--- src/hw/rtl/alwc_pkg.sv ---
`timescale 1ns / 1ps
// ----------------------------------------------------------------------------
// alwc_pkg
// shared types and constants for the array list with cursor
// ----------------------------------------------------------------------------
package alwc_pkg;

    localparam int DATA_W     = 32;
    localparam int LEN_W      = 11;
    localparam int OP_W       = 4;
    localparam int STAT_W     = 2;
    localparam int ITEM_DEPTH = 1024;

    localparam logic [LEN_W-1:0] CAP_RESET = 11'd1024;

    typedef enum logic [OP_W-1:0] {
        OP_CLEAR  = 4'd0,
        OP_INSERT = 4'd1,
        OP_APPEND = 4'd2,
        OP_REMOVE = 4'd3,
        OP_START  = 4'd4,
        OP_END    = 4'd5,
        OP_PREV   = 4'd6,
        OP_NEXT   = 4'd7,
        OP_MOVE   = 4'd8,
        OP_READ   = 4'd9
    } op_t;

    typedef enum logic [STAT_W-1:0] {
        STAT_OK      = 2'd0,
        STAT_FULL    = 2'd1,
        STAT_NO_CUR  = 2'd2,
        STAT_BAD_POS = 2'd3
    } stat_t;

    typedef enum logic [2:0] {
        S_IDLE,
        S_SHIFT_UP,
        S_FINAL,
        S_SHIFT_DN,
        S_RD_WAIT,
        S_DONE
    } state_t;

    typedef struct packed {
        stat_t               status;
        logic [DATA_W-1:0]   read_value;
        logic [LEN_W-1:0]    list_length;
        logic [LEN_W-1:0]    cursor_position;
        logic                is_empty;
        logic                at_end;
    } alwc_res_t;

endpackage

--- src/hw/rtl/alwc_ctrl.sv ---
`timescale 1ns / 1ps
// ----------------------------------------------------------------------------
// alwc_ctrl
// operation sequencer: count, cursor and the shift loops over the item ram
// ----------------------------------------------------------------------------
module alwc_ctrl
    import alwc_pkg::*;
#(
    parameter int DEPTH = ITEM_DEPTH,
    localparam int AW   = (DEPTH > 1) ? $clog2(DEPTH) : 1
) (
    input  logic              clk,
    input  logic              rst_n,
    input  logic [LEN_W-1:0]  capacity,
    input  logic              in_valid,
    output logic              in_stall,
    input  logic [OP_W-1:0]   operation,
    input  logic [DATA_W-1:0] item_value,
    input  logic [LEN_W-1:0]  position,
    output logic              res_valid,
    input  logic              res_take,
    output alwc_res_t         res,
    output logic              mem_we,
    output logic [AW-1:0]     mem_waddr,
    output logic [DATA_W-1:0] mem_wdata,
    output logic [AW-1:0]     mem_raddr,
    input  logic [DATA_W-1:0] mem_rdata
);

    state_t            state_reg,  state_next;
    logic [LEN_W-1:0]  count_reg,  count_next;
    logic [LEN_W-1:0]  cursor_reg, cursor_next;
    logic [LEN_W-1:0]  idx_reg,    idx_next;
    stat_t             status_reg, status_next;
    logic [DATA_W-1:0] rd_reg,     rd_next;
    logic [DATA_W-1:0] val_reg,    val_next;
    logic              full;
    logic              no_cur;

    function automatic logic [AW-1:0] to_addr(input logic [LEN_W-1:0] v);
        logic [LEN_W+AW-1:0] wide;
        wide = {{AW{1'b0}}, v};
        return wide[AW-1:0];
    endfunction

    // effective capacity is the lesser of the register and the ram depth
    assign full   = (count_reg >= capacity) || ({21'd0, count_reg} >= 32'(DEPTH));
    assign no_cur = (cursor_reg >= count_reg);

    always_comb
    begin
        state_next  = state_reg;
        count_next  = count_reg;
        cursor_next = cursor_reg;
        idx_next    = idx_reg;
        status_next = status_reg;
        rd_next     = rd_reg;
        val_next    = val_reg;
        mem_we      = 1'b0;
        mem_waddr   = to_addr(idx_reg);
        mem_wdata   = mem_rdata;
        mem_raddr   = to_addr(cursor_reg);

        unique case (state_reg)
            S_IDLE:
            begin
                if (in_valid)
                begin
                    val_next    = item_value;
                    status_next = STAT_OK;
                    rd_next     = '0;
                    state_next  = S_DONE;
                    unique case (op_t'(operation))
                        OP_CLEAR:
                        begin
                            count_next  = '0;
                            cursor_next = '0;
                        end
                        OP_INSERT:
                        begin
                            if (full)
                            begin
                                status_next = STAT_FULL;
                            end
                            else if (cursor_reg == count_reg)
                            begin
                                mem_we     = 1'b1;
                                mem_waddr  = to_addr(cursor_reg);
                                mem_wdata  = item_value;
                                count_next = count_reg + 1'b1;
                            end
                            else
                            begin
                                // start moving items up from the tail
                                idx_next   = count_reg - 1'b1;
                                mem_raddr  = to_addr(count_reg - 1'b1);
                                state_next = S_SHIFT_UP;
                            end
                        end
                        OP_APPEND:
                        begin
                            if (full)
                            begin
                                status_next = STAT_FULL;
                            end
                            else
                            begin
                                mem_we     = 1'b1;
                                mem_waddr  = to_addr(count_reg);
                                mem_wdata  = item_value;
                                count_next = count_reg + 1'b1;
                            end
                        end
                        OP_REMOVE:
                        begin
                            if (no_cur)
                            begin
                                status_next = STAT_NO_CUR;
                            end
                            else
                            begin
                                idx_next   = cursor_reg;
                                mem_raddr  = to_addr(cursor_reg);
                                state_next = S_SHIFT_DN;
                            end
                        end
                        OP_START:
                        begin
                            cursor_next = '0;
                        end
                        OP_END:
                        begin
                            cursor_next = count_reg;
                        end
                        OP_PREV:
                        begin
                            if (cursor_reg != '0)
                            begin
                                cursor_next = cursor_reg - 1'b1;
                            end
                        end
                        OP_NEXT:
                        begin
                            if (cursor_reg < count_reg)
                            begin
                                cursor_next = cursor_reg + 1'b1;
                            end
                        end
                        OP_MOVE:
                        begin
                            if (position > count_reg)
                            begin
                                status_next = STAT_BAD_POS;
                            end
                            else
                            begin
                                cursor_next = position;
                            end
                        end
                        OP_READ:
                        begin
                            if (no_cur)
                            begin
                                status_next = STAT_NO_CUR;
                            end
                            else
                            begin
                                mem_raddr  = to_addr(cursor_reg);
                                state_next = S_RD_WAIT;
                            end
                        end
                        default:
                        begin
                            status_next = STAT_OK;
                        end
                    endcase
                end
            end
            S_SHIFT_UP:
            begin
                // data of entry idx arrives, lands one place higher
                mem_we    = 1'b1;
                mem_waddr = to_addr(idx_reg + 1'b1);
                mem_wdata = mem_rdata;
                if (idx_reg == cursor_reg)
                begin
                    state_next = S_FINAL;
                end
                else
                begin
                    idx_next  = idx_reg - 1'b1;
                    mem_raddr = to_addr(idx_reg - 1'b1);
                end
            end
            S_FINAL:
            begin
                mem_we     = 1'b1;
                mem_waddr  = to_addr(cursor_reg);
                mem_wdata  = val_reg;
                count_next = count_reg + 1'b1;
                state_next = S_DONE;
            end
            S_SHIFT_DN:
            begin
                // first beat returns the removed item, later beats move down
                if (idx_reg == cursor_reg)
                begin
                    rd_next = mem_rdata;
                end
                else
                begin
                    mem_we    = 1'b1;
                    mem_waddr = to_addr(idx_reg - 1'b1);
                    mem_wdata = mem_rdata;
                end
                if ((idx_reg + 1'b1) < count_reg)
                begin
                    idx_next  = idx_reg + 1'b1;
                    mem_raddr = to_addr(idx_reg + 1'b1);
                end
                else
                begin
                    count_next = count_reg - 1'b1;
                    state_next = S_DONE;
                end
            end
            S_RD_WAIT:
            begin
                rd_next    = mem_rdata;
                state_next = S_DONE;
            end
            S_DONE:
            begin
                if (res_take)
                begin
                    state_next = S_IDLE;
                end
            end
            default:
            begin
                state_next = S_IDLE;
            end
        endcase
    end

    always_ff @(posedge clk or negedge rst_n)
    begin
        if (!rst_n)
        begin
            state_reg  <= S_IDLE;
            count_reg  <= '0;
            cursor_reg <= '0;
        end
        else
        begin
            state_reg  <= state_next;
            count_reg  <= count_next;
            cursor_reg <= cursor_next;
        end
    end

    always_ff @(posedge clk)
    begin
        idx_reg    <= idx_next;
        status_reg <= status_next;
        rd_reg     <= rd_next;
        val_reg    <= val_next;
    end

    assign in_stall  = (state_reg != S_IDLE);
    assign res_valid = (state_reg == S_DONE);

    always_comb
    begin
        res.status          = status_reg;
        res.read_value      = rd_reg;
        res.list_length     = count_reg;
        res.cursor_position = cursor_reg;
        res.is_empty        = (count_reg == '0);
        res.at_end          = (cursor_reg == count_reg);
    end

`ifndef SYNTHESIS
    a_cursor_in_list: assert property (@(posedge clk) disable iff (!rst_n)
        cursor_reg <= count_reg)
        else $error("cursor beyond item count");

    a_count_in_depth: assert property (@(posedge clk) disable iff (!rst_n)
        {21'd0, count_reg} <= 32'(DEPTH))
        else $error("item count beyond ram depth");

    a_shift_range: assert property (@(posedge clk) disable iff (!rst_n)
        (state_reg == S_SHIFT_UP || state_reg == S_SHIFT_DN) |->
        (idx_reg >= cursor_reg && idx_reg < count_reg))
        else $error("shift index outside cursor to tail");

    a_done_holds: assert property (@(posedge clk) disable iff (!rst_n)
        (state_reg == S_DONE && !res_take) |=>
        (state_reg == S_DONE && $stable(count_reg) && $stable(cursor_reg)))
        else $error("finished result changed before it was taken");
`endif

endmodule
--- config.mk ---
export PLATFORM = sky130hd
export DESIGN_NAME = alwc_ctrl
export DESIGN_NICKNAME = d
export VERILOG_FILES = /design/src/hw/rtl/alwc_pkg.sv /design/src/hw/rtl/alwc_ctrl.sv
export SDC_FILE = /design/constraint.sdc
export NUM_CORES = 1
export LEC_CHECK = 0
export BUFFER_PORTS_ARGS = -buffer_cell sky130_fd_sc_hd__buf_2
export CAP_MARGIN = 20
export CORE_MARGIN = 8
export CORE_UTILIZATION = 55
export CTS_CLUSTER_SIZE = 28
export DETAILED_ROUTE_END_ITERATION = 10
export PLACE_DENSITY_LB_ADDON = 0.3
export SETUP_SLACK_MARGIN = 0.3
export SYNTH_ARGS = -nofsm -noshare
export SYNTH_HDL_FRONTEND = slang
export SYNTH_SLANG_ARGS = --single-unit
--- constraint.sdc ---
create_clock -name clk -period 5.25 [get_ports clk]
set_clock_uncertainty 0.1 [all_clocks]
set_input_delay 0.7875 -clock clk [delete_from_list [all_inputs] [get_ports clk]]
set_output_delay 0.7875 -clock clk [all_outputs]
set_load 0.02 [all_outputs]
# Word level (Yosys, flattened, before mapping)
# Index checks and enable logic that the tools add are counted.
# totals
register_bits	102
output_inout_bits	113
elab_cells	136
# classes
n_eq_ne	33
mux	63
magnitude_cmp	6
add_sub_neg	6
n_reduce_logical	21
# ops
op	n
$mux W32	6
$mux W11	14
$pmux W32 S2	2
$mux W10	11
$pmux W11 S3	3
$pmux W32 S3	1
$pmux W11 S5	1
$pmux W10 S4	1
$add A11 B1 Y11 const B	3
$sub A11 B1 Y11 const B	3
$pmux W10 S3	1
$eq A11 B11 Y1	2
$ge A11 B11 Y1	2
$lt A11 B11 Y1	2
$pmux W11 S2	1
$mux W3	7
$pmux W10 S2	1
$ne A2 B2 Y1 const B	9
$eq A4 B3 Y1 const B	4
$ne A3 B3 Y1 const B	5
$pmux W3 S5	1
$reduce_bool A3 Y1	4
$ge A11 B11 Y1 const B	1
$gt A11 B11 Y1	1
other kinds (28)	43

# Logic depth before layout (Yosys ltp)
# Gate-level depths: netlist (run 1).
# depth
word_depth	6
depth_mapped	14

# Worst setup path before layout (run 1)
# No wires, ideal clock.
# synth_path
path_type	reg-to-output
start	register state_reg[1]
end	output port mem_raddr[6]
arrival_ns	3.577
n_path_buf	2
stages_incl_launch_ff	8
slack_ns	0.786
cell_sequence	dfrtp_1 > buf_2 > nor3_2 > inv_1 > nor2_1 > nand3_1 > clkbuf_1 > o2111ai_1
# synth_between
elab_chain_len	2
# synth_rtl
element	line	rtl
from (decl)	alwc_ctrl.sv:30	state_t state_reg, state_next;
from (signal assigned)	alwc_ctrl.sv:256	state_reg <= state_next;
$eq A3 B2 Y1, or another cell as far along	alwc_ctrl.sv:64	unique case (state_reg)
$pmux W10 S3 (*)	alwc_ctrl.sv:64	
to (decl)	alwc_ctrl.sv:26	output logic [AW-1:0] mem_raddr,
# Mark *: on every way between the ends. The rest lies on a longest branch, timed or not.

# Worst setup path in the final report (run 1)
# layout_path
start	register idx_reg[6]
end	output port mem_raddr[2]
# layout_between
elab_chain_len	4
# layout_rtl
element	line	rtl
from (decl)	alwc_ctrl.sv:33	logic [LEN_W-1:0] idx_reg, idx_next;
from (signal assigned)	alwc_ctrl.sv:264	idx_reg <= idx_next;
$add A11 B1 Y11	-	
$lt A11 B11 Y1	alwc_ctrl.sv:216	if ((idx_reg + 1'b1) < count_reg)
$mux W10	alwc_ctrl.sv:216	
$pmux W10 S3 (*)	alwc_ctrl.sv:64	
# Marked as above.

==> results of run 1 <==
cell type report:
cell class / count / area (sq um)
multi-input combinational: 704 / 4950
inverter: 47 / 176
fill: 1255 / 4950
tap: 188 / 235
clock inverter: 7 / 90.1
sequential: 102 / 2940
timing repair buffer: 257 / 1410
clock buffer: 9 / 225
worst reg2reg max path: cells and delay by family (launching register included):
kind                       cells  cell delay, ns
AOI/OAI and AO/OA              3            0.93
xor gates and xnor gates       1            0.29
adders and majority gates      1            0.30
buffers and inverters          1            0.12
DFF                            1            0.49
and+or+nand+nor                6            1.43
how the worst min path moves through the flow:
| stage | from | to | slack [ns] | cells after the start |
|---|---|---|---|---|
| global placement | count_reg[0]$_DFFE_PN0P_ | count_reg[0]$_DFFE_PN0P_ | 0.53 | 2 |
| global route | rst_n | cursor_reg[6]$_DFFE_PN0P_ | 0.38 | 1 |
| floorplan | rst_n | count_reg[0]$_DFFE_PN0P_ | 0.39 | 0 |
| detailed placement | count_reg[0]$_DFFE_PN0P_ | count_reg[0]$_DFFE_PN0P_ | 0.55 | 2 |
| finish | rst_n | cursor_reg[6]$_DFFE_PN0P_ | 0.34 | 1 |
| CTS | rst_n | cursor_reg[6]$_DFFE_PN0P_ | 0.35 | 1 |
kinds of logic (layout without fill, tap and decap cells):
kind of cell,count (synthesis),in the layout
fa+ha+maj,57,57
simple gates,297,297
xor+xnor,48,48
compound gates,285,285
mux,17,17
flops,102,102
buf+inv,122,320
what timing repair did:
action / 4_1_cts / 5_1_grt
endpoints found under the setup margin: 0 / 39
resized for setup: 0 / 4
setup buffers: 0 / 8
layer usage:
metal | vias to the layer above | routed length, um
met5 | - | 0
met3 | 85 | 3400
met1 | 4081 | 12400
li1 | 3897 | -
met4 | 0 | 1020
met2 | 590 | 13900
where the power goes:
| group | leakage, uW | switching, uW | total (uW) | internal, uW |
|---|---|---|---|---|
| Clock | 0.000154 | 341 | 723 | 382 |
| Sequential | 0.00105 | 199 | 1390 | 1190 |
| Combinational | 0.00332 | 2310 | 3580 | 1270 |
Yosys cell counts (19+ instances only):
cell	number	area [sq um]
edfxtp_1	77	2310
o21ai_0	67	335
nand2_1	65	244
clkbuf_1	59	221
ha_1	56	701
nor2_1	56	210
inv_1	47	176
a21oi_1	41	205
nor2b_1	39	244
and3_1	37	231
a221o_1	34	340
xor2_1	27	236
dfrtp_1	25	626
nand3_1	24	120
a22oi_1	22	165
xnor2_1	21	184
nor3_1	19	95.1
per-stage QoR:
step	util	hold slack [ns]	cells	worst slack, ns	cell area (sq um)
2_1_floorplan	-	0.392	928	0.786	8330
3_3_place_gp	0.643	0.527	1290	0.639	9630
3_5_place_dp	0.643	0.545	1290	0.544	9630
6_report	0.669	0.340	1314	0.469	10000
5_1_grt	0.669	0.380	1314	0.286	10000
4_1_cts	0.664	0.349	1306	0.327	9950
==> results.toml, run 1 <==
[worst_setup_path]
cp-startpoint = "idx_reg[6]$_DFFE_PP_"
crit_path_start_kind = "flip-flop"
cp.arrival_ns = 3.89
reg2reg_slack_ns = 1.53
cpPeakStageDelay_ns = 0.49
crit_type = "flip-flop to output pin"
r2r_end = "count_reg[5]$_DFFE_PN0P_"
cp.required_ns = 4.36
cp.depth = 14
crit_slowest_cell = "edfxtp_1"
cp_num_buf_inv = 3
r2r_cells = 12
end_kind = "output pin"
regToRegStartpoint = "idx_reg[6]$_DFFE_PP_"
path_cells = "and4_1 > nand4_1 > xor2_2 > inv_1 > ha_1 > and4_1 > nand3_1 > o2111a_1 > nor2_1 > buf_4 > a21oi_1 > nor2_1 > o221ai_1 > buf_2"
cp_max_fo = 9
crit_end = "mem_raddr[2]"
cp_top_family = "simple AND/OR/NAND/NOR gates"

[global_route]
grt_pass1_wl_um = 47300
antenna_found_initial = 0
grt-ovfl-total = 0
grt_use_met2 = 0.484
grt_pass1_vias = 8281
grt_max_degree = 38
grt-busiest-layer = "met2"
use_met3 = 0.0744
grt_use_total = 0.308
met1_usage = 0.399

[yosys]
synth_top_family_by_area = "compound AO/OA/AOI/OAI gates"
synth_edf_count = 77
syn_nets = 1079
synthMuxAreaShare = 0.0218
synthAdderAreaFrac = 0.0865
syn_inst = 928
synth_xor_area_frac = 0.0505
synthDistinctLibCells = 67
synth_seq_cells = 102
synthesis.area_sq_um = 8330
yosys_warnings = 0
synth_compound_area_frac = 0.245
yosysSeqAreaShare = 0.353
synth_ff_type = "edfxtp_1"
yosys.area_share.simple = 0.184
async_reset_ff_frac = 0.245
synth_area_per_cell_sq_um = 8.98

[timing]
fin_crit_sh = 0.911
worstMarginPinSlew_ns = 1.02
fin_crit_ns = 4.78
finalSetupTns_ns = 0
report.final.slew_viol_count = 0
finalHoldViolCount = 0
maxSlewHeadroom = 0.313
rsz0062_at_grt = "false"
setup_violations = 0
max_freq_mhz = 209

[floorplanning]
die_height_um = 139
start_util = 0.556
fp.dieArea_sq_um = 19300
core_sq_um = 15000
fp-row-count = 45
num_io_pins = 207
fp.dieW_um = 139

[finish]
layout_commonest_cell = "buf_2"
layout-drive-gt1-share = 0.261
synthToLayoutAreaGrowth_pct = 20.4
final_cell_mix = "buf_2 (206), edfxtp_1 (77), o21ai_0 (66), nand2_1 (65), ha_1 (56)"
n_antenna_cell = 0
nets = 1272

[cts]
cts_buffer_depth = 2
clkTransAtPathRegs_ns = 0.08
cts.hold.buffers_added = 0
htreeDepth = 3
clk_latency_ns = 0.36
numClockSinks = 102
cts_tree = "built"
numCtsBuffers = 9
cts_root_buffer = "clkbuf_16"

[routing]
drt_pre_antenna_iters = 6
wire_per_inst_um = 23.4
vias_per_cell = 6.59
num_vias = 8653
drt_iter0_drc = 1203
wl_um = 30800
drc_errors = 0
ant_nets = 0

[placed_design]
port_buffers = 206
place_congestion = 1.01
dp_hpwl_um = 23200

[status]
outcome = "finished, final reports clean"

[flow_run]
cap_violations = 0

[power_and_ir_drop]
vdd_ir_drop_max_v = 0.000352
leakage_uw = 0.00453
totalPowerFinal_uw = 5700
power_density_nw_per_um2 = 569

[worst_hold_path]
hold_path_class = "input pin to asynchronous set/reset pin"
(Power assumes the default switching activity.)
==> run 2: changes to the inputs <==
ABC_AREA = 1   (was not set)
CORE_UTILIZATION = 60   (was 55)
clock period = 5.72 ns   (was 5.25 ns; I/O delays follow)
==> results.toml, run 2 <==
[yosys]
yosys.area.top_type = "edfxtp_1"
syn_inst = 1415
synth_seq_cells = 102
synth.top_cell.area_share = 0.242
ys_top_cells_by_count = "nand2_1 (434), inv_1 (165), nor2_1 (129), nand3_1 (83), edfxtp_1 (77)"
yosysSeqAreaShare = 0.308
syn_nets = 1566
synth_edf_count = 77
yosys_warnings = 0
synth_ff_type = "edfxtp_1"
synth.area.top_cells = "edfxtp_1 (24%), nand2_1 (17%), ha_1 (7.3%), dfrtp_1 (6.6%), inv_1 (6.5%)"
async_reset_ff_frac = 0.245
synthDistinctLibCells = 51
synth.most_common_cell = "nand2_1"
synth_area_per_cell_sq_um = 6.74
synthesis.area_sq_um = 9540

[finish]
layout_commonest_cell = "nand2_1"
final_cell_mix = "nand2_1 (434), buf_2 (206), inv_1 (165), nor2_1 (129), nand3_1 (83)"
synthToLayoutAreaGrowth_pct = 14.7
layout-drive-gt1-share = 0.182
nets = 1731
final_cells = 1803

[cts]
clkTransAtPathRegs_ns = 0.08
post_cts_buffers = 0
cts_tree = "built"
cts_resized = 0
cts_buffer_depth = 2
numClockSinks = 102
htreeDepth = 3
numCtsBuffers = 9
cts_root_buffer = "clkbuf_16"
cts.hold.buffers_added = 0
clk_latency_ns = 0.36

[floorplanning]
fp.dieW_um = 142
fp.dieArea_sq_um = 20200
num_io_pins = 207
fp-row-count = 46
die_height_um = 142
core_sq_um = 15700
start_util = 0.607

[placed_design]
place_congestion = 1.04
place_ws_ns = 1.12
port_buffers = 206
placedCellCount = 1785
dp_hpwl_um = 25900

[global_route]
antenna_found_initial = 1
grt_max_degree = 65
grt_pass1_vias = 10300
grt_pass1_wl_um = 54300
grt_use_total = 0.342
grt-ovfl-total = 0

[routing]
wire_per_inst_um = 19.4
num_vias = 10700
drt_pre_antenna_iters = 6
vias_per_cell = 5.94
drt_iter0_drc = 1130
ant_nets = 0
wl_um = 35000
drc_errors = 0

[power_and_ir_drop]
vdd_ir_drop_max_v = 0.000458
leakage_uw = 0.00554
power_density_nw_per_um2 = 644

[flow_run]
cap_violations = 0

[worst_setup_path]
crit_type = "flip-flop to output pin"
r2r_cells = 16
path_cells = "ha_1 > nand2_1 > nor2_1 > nand4_1 > nor2_1 > xor2_1 > inv_1 > ha_1 > a21oi_1 > o21a_1 > nand3_1 > inv_1 > nand2_1 > nand3_1 > o21ai_1 > nand3b_1 > buf_2"
cp_max_fo = 13
end_kind = "output pin"
crit_path_start_kind = "flip-flop"
cp.required_ns = 4.76
crit_slowest_cell = "edfxtp_1"
cp.arrival_ns = 4.09
cpPeakStageDelay_ns = 0.64

[timing]
maxSlewHeadroom = 0.277
finalSetupTns_ns = 0
setup_slack_ns = 0.669
setup_violations = 0
fin_crit_ns = 5.05
worstMarginPinSlew_ns = 1.08
fin_crit_sh = 0.883
max_freq_mhz = 198
rsz0062_at_grt = "false"
report.final.slew_viol_count = 0
finalHoldViolCount = 0

[worst_hold_path]
hold_path_class = "input pin to asynchronous set/reset pin"

[status]
outcome = "finished, final reports clean"
-- run 2: changes by cell type after synthesis, moves of 27 or more --
cell / before / now
nor2_1: 56 / 129
nand2_1: 65 / 434
inv_1: 47 / 165
and3_1: 37 / 0
buf_2: 8 / 35
a221o_1: 34 / 0
nand3_1: 24 / 83
clkbuf_1: 59 / 14
nor2b_1: 39 / 0
nand4_1: 7 / 52
-- run 2: cells by family after synthesis --
group | after synthesis | synth area share
AND/OR/NAND/NOR | 752 | 0.348
buffers and inverters | 254 | 0.108
AO/OA/AOI/OAI | 223 | 0.136
flip-flops | 102 | 0.308
adder cells (fa/ha/maj) | 57 | 0.0756
XOR/XNOR | 27 | 0.0248
-- run 2: worst paths after layout --
kind / start / slack, ns / endpoint
min in group clk: count_reg[1]$_DFFE_PN0P_ / 0.56 / count_reg[1]$_DFFE_PN0P_
min: rst_n / 0.42 / cursor_reg[7]$_DFFE_PN0P_
min reg2reg: count_reg[1]$_DFFE_PN0P_ / 0.56 / count_reg[1]$_DFFE_PN0P_
max reg2reg: idx_reg[0]$_DFFE_PP_ / 1.58 / count_reg[8]$_DFFE_PN0P_
max in group asynchronous: rst_n / 4.69 / count_reg[3]$_DFFE_PN0P_
max: idx_reg[0]$_DFFE_PP_ / 0.67 / mem_raddr[8]
-- run 2: report_power, final --
part	leakage (uW)	switching, uW	internal [uW]
clock network	0.000148	297	343
logic	0.00432	3430	1410
registers	0.00107	351	1210
-- run 2: layer usage --
metal / routed length [um] / up-vias / share of wire / track usage
met3: 4240 / 126 / 0.12 / 0.0772
met1: 13100 / 4839 / 0.37 / 0.411
met5: 0 / - / 0 / 0
met2: 15900 / 732 / 0.45 / 0.554
met4: 1770 / 0 / 0.051 / 0.196
li1: - / 5020 / - / -
-- run 2: final cells by class --
class	instances	area, sq um
antenna	2	5.00
clock buffer	10	229
clock inverter	6	66.3
fill	1419	4780
inverter	191	719
multi-input combinational	1059	5590
sequential	102	2940
tap	216	270
timing repair buffer	217	1110
-- run 2: worst max-delay path, delay by kind of cell, from the launching register on --
kind | cells | cell delay [ns]
buffers and inverters | 3 | 0.61
AOI/OAI and AO/OA | 3 | 0.35
adders and majority gates | 2 | 0.53
and+or+nand+nor | 8 | 1.39
DFF | 1 | 0.64
xor gates and xnor gates | 1 | 0.19
-- run 2: metrics by stage --
stage	instance area [sq um]	util	hold slack [ns]	power, uW
3_5_place_dp	10600	0.677	0.538	6270
2_1_floorplan	9540	-	0.462	4750
3_3_place_gp	10600	0.677	0.512	6220
5_1_grt	10900	0.696	0.460	7520
6_report	10900	0.696	0.416	7040
4_1_cts	10900	0.696	0.427	6930
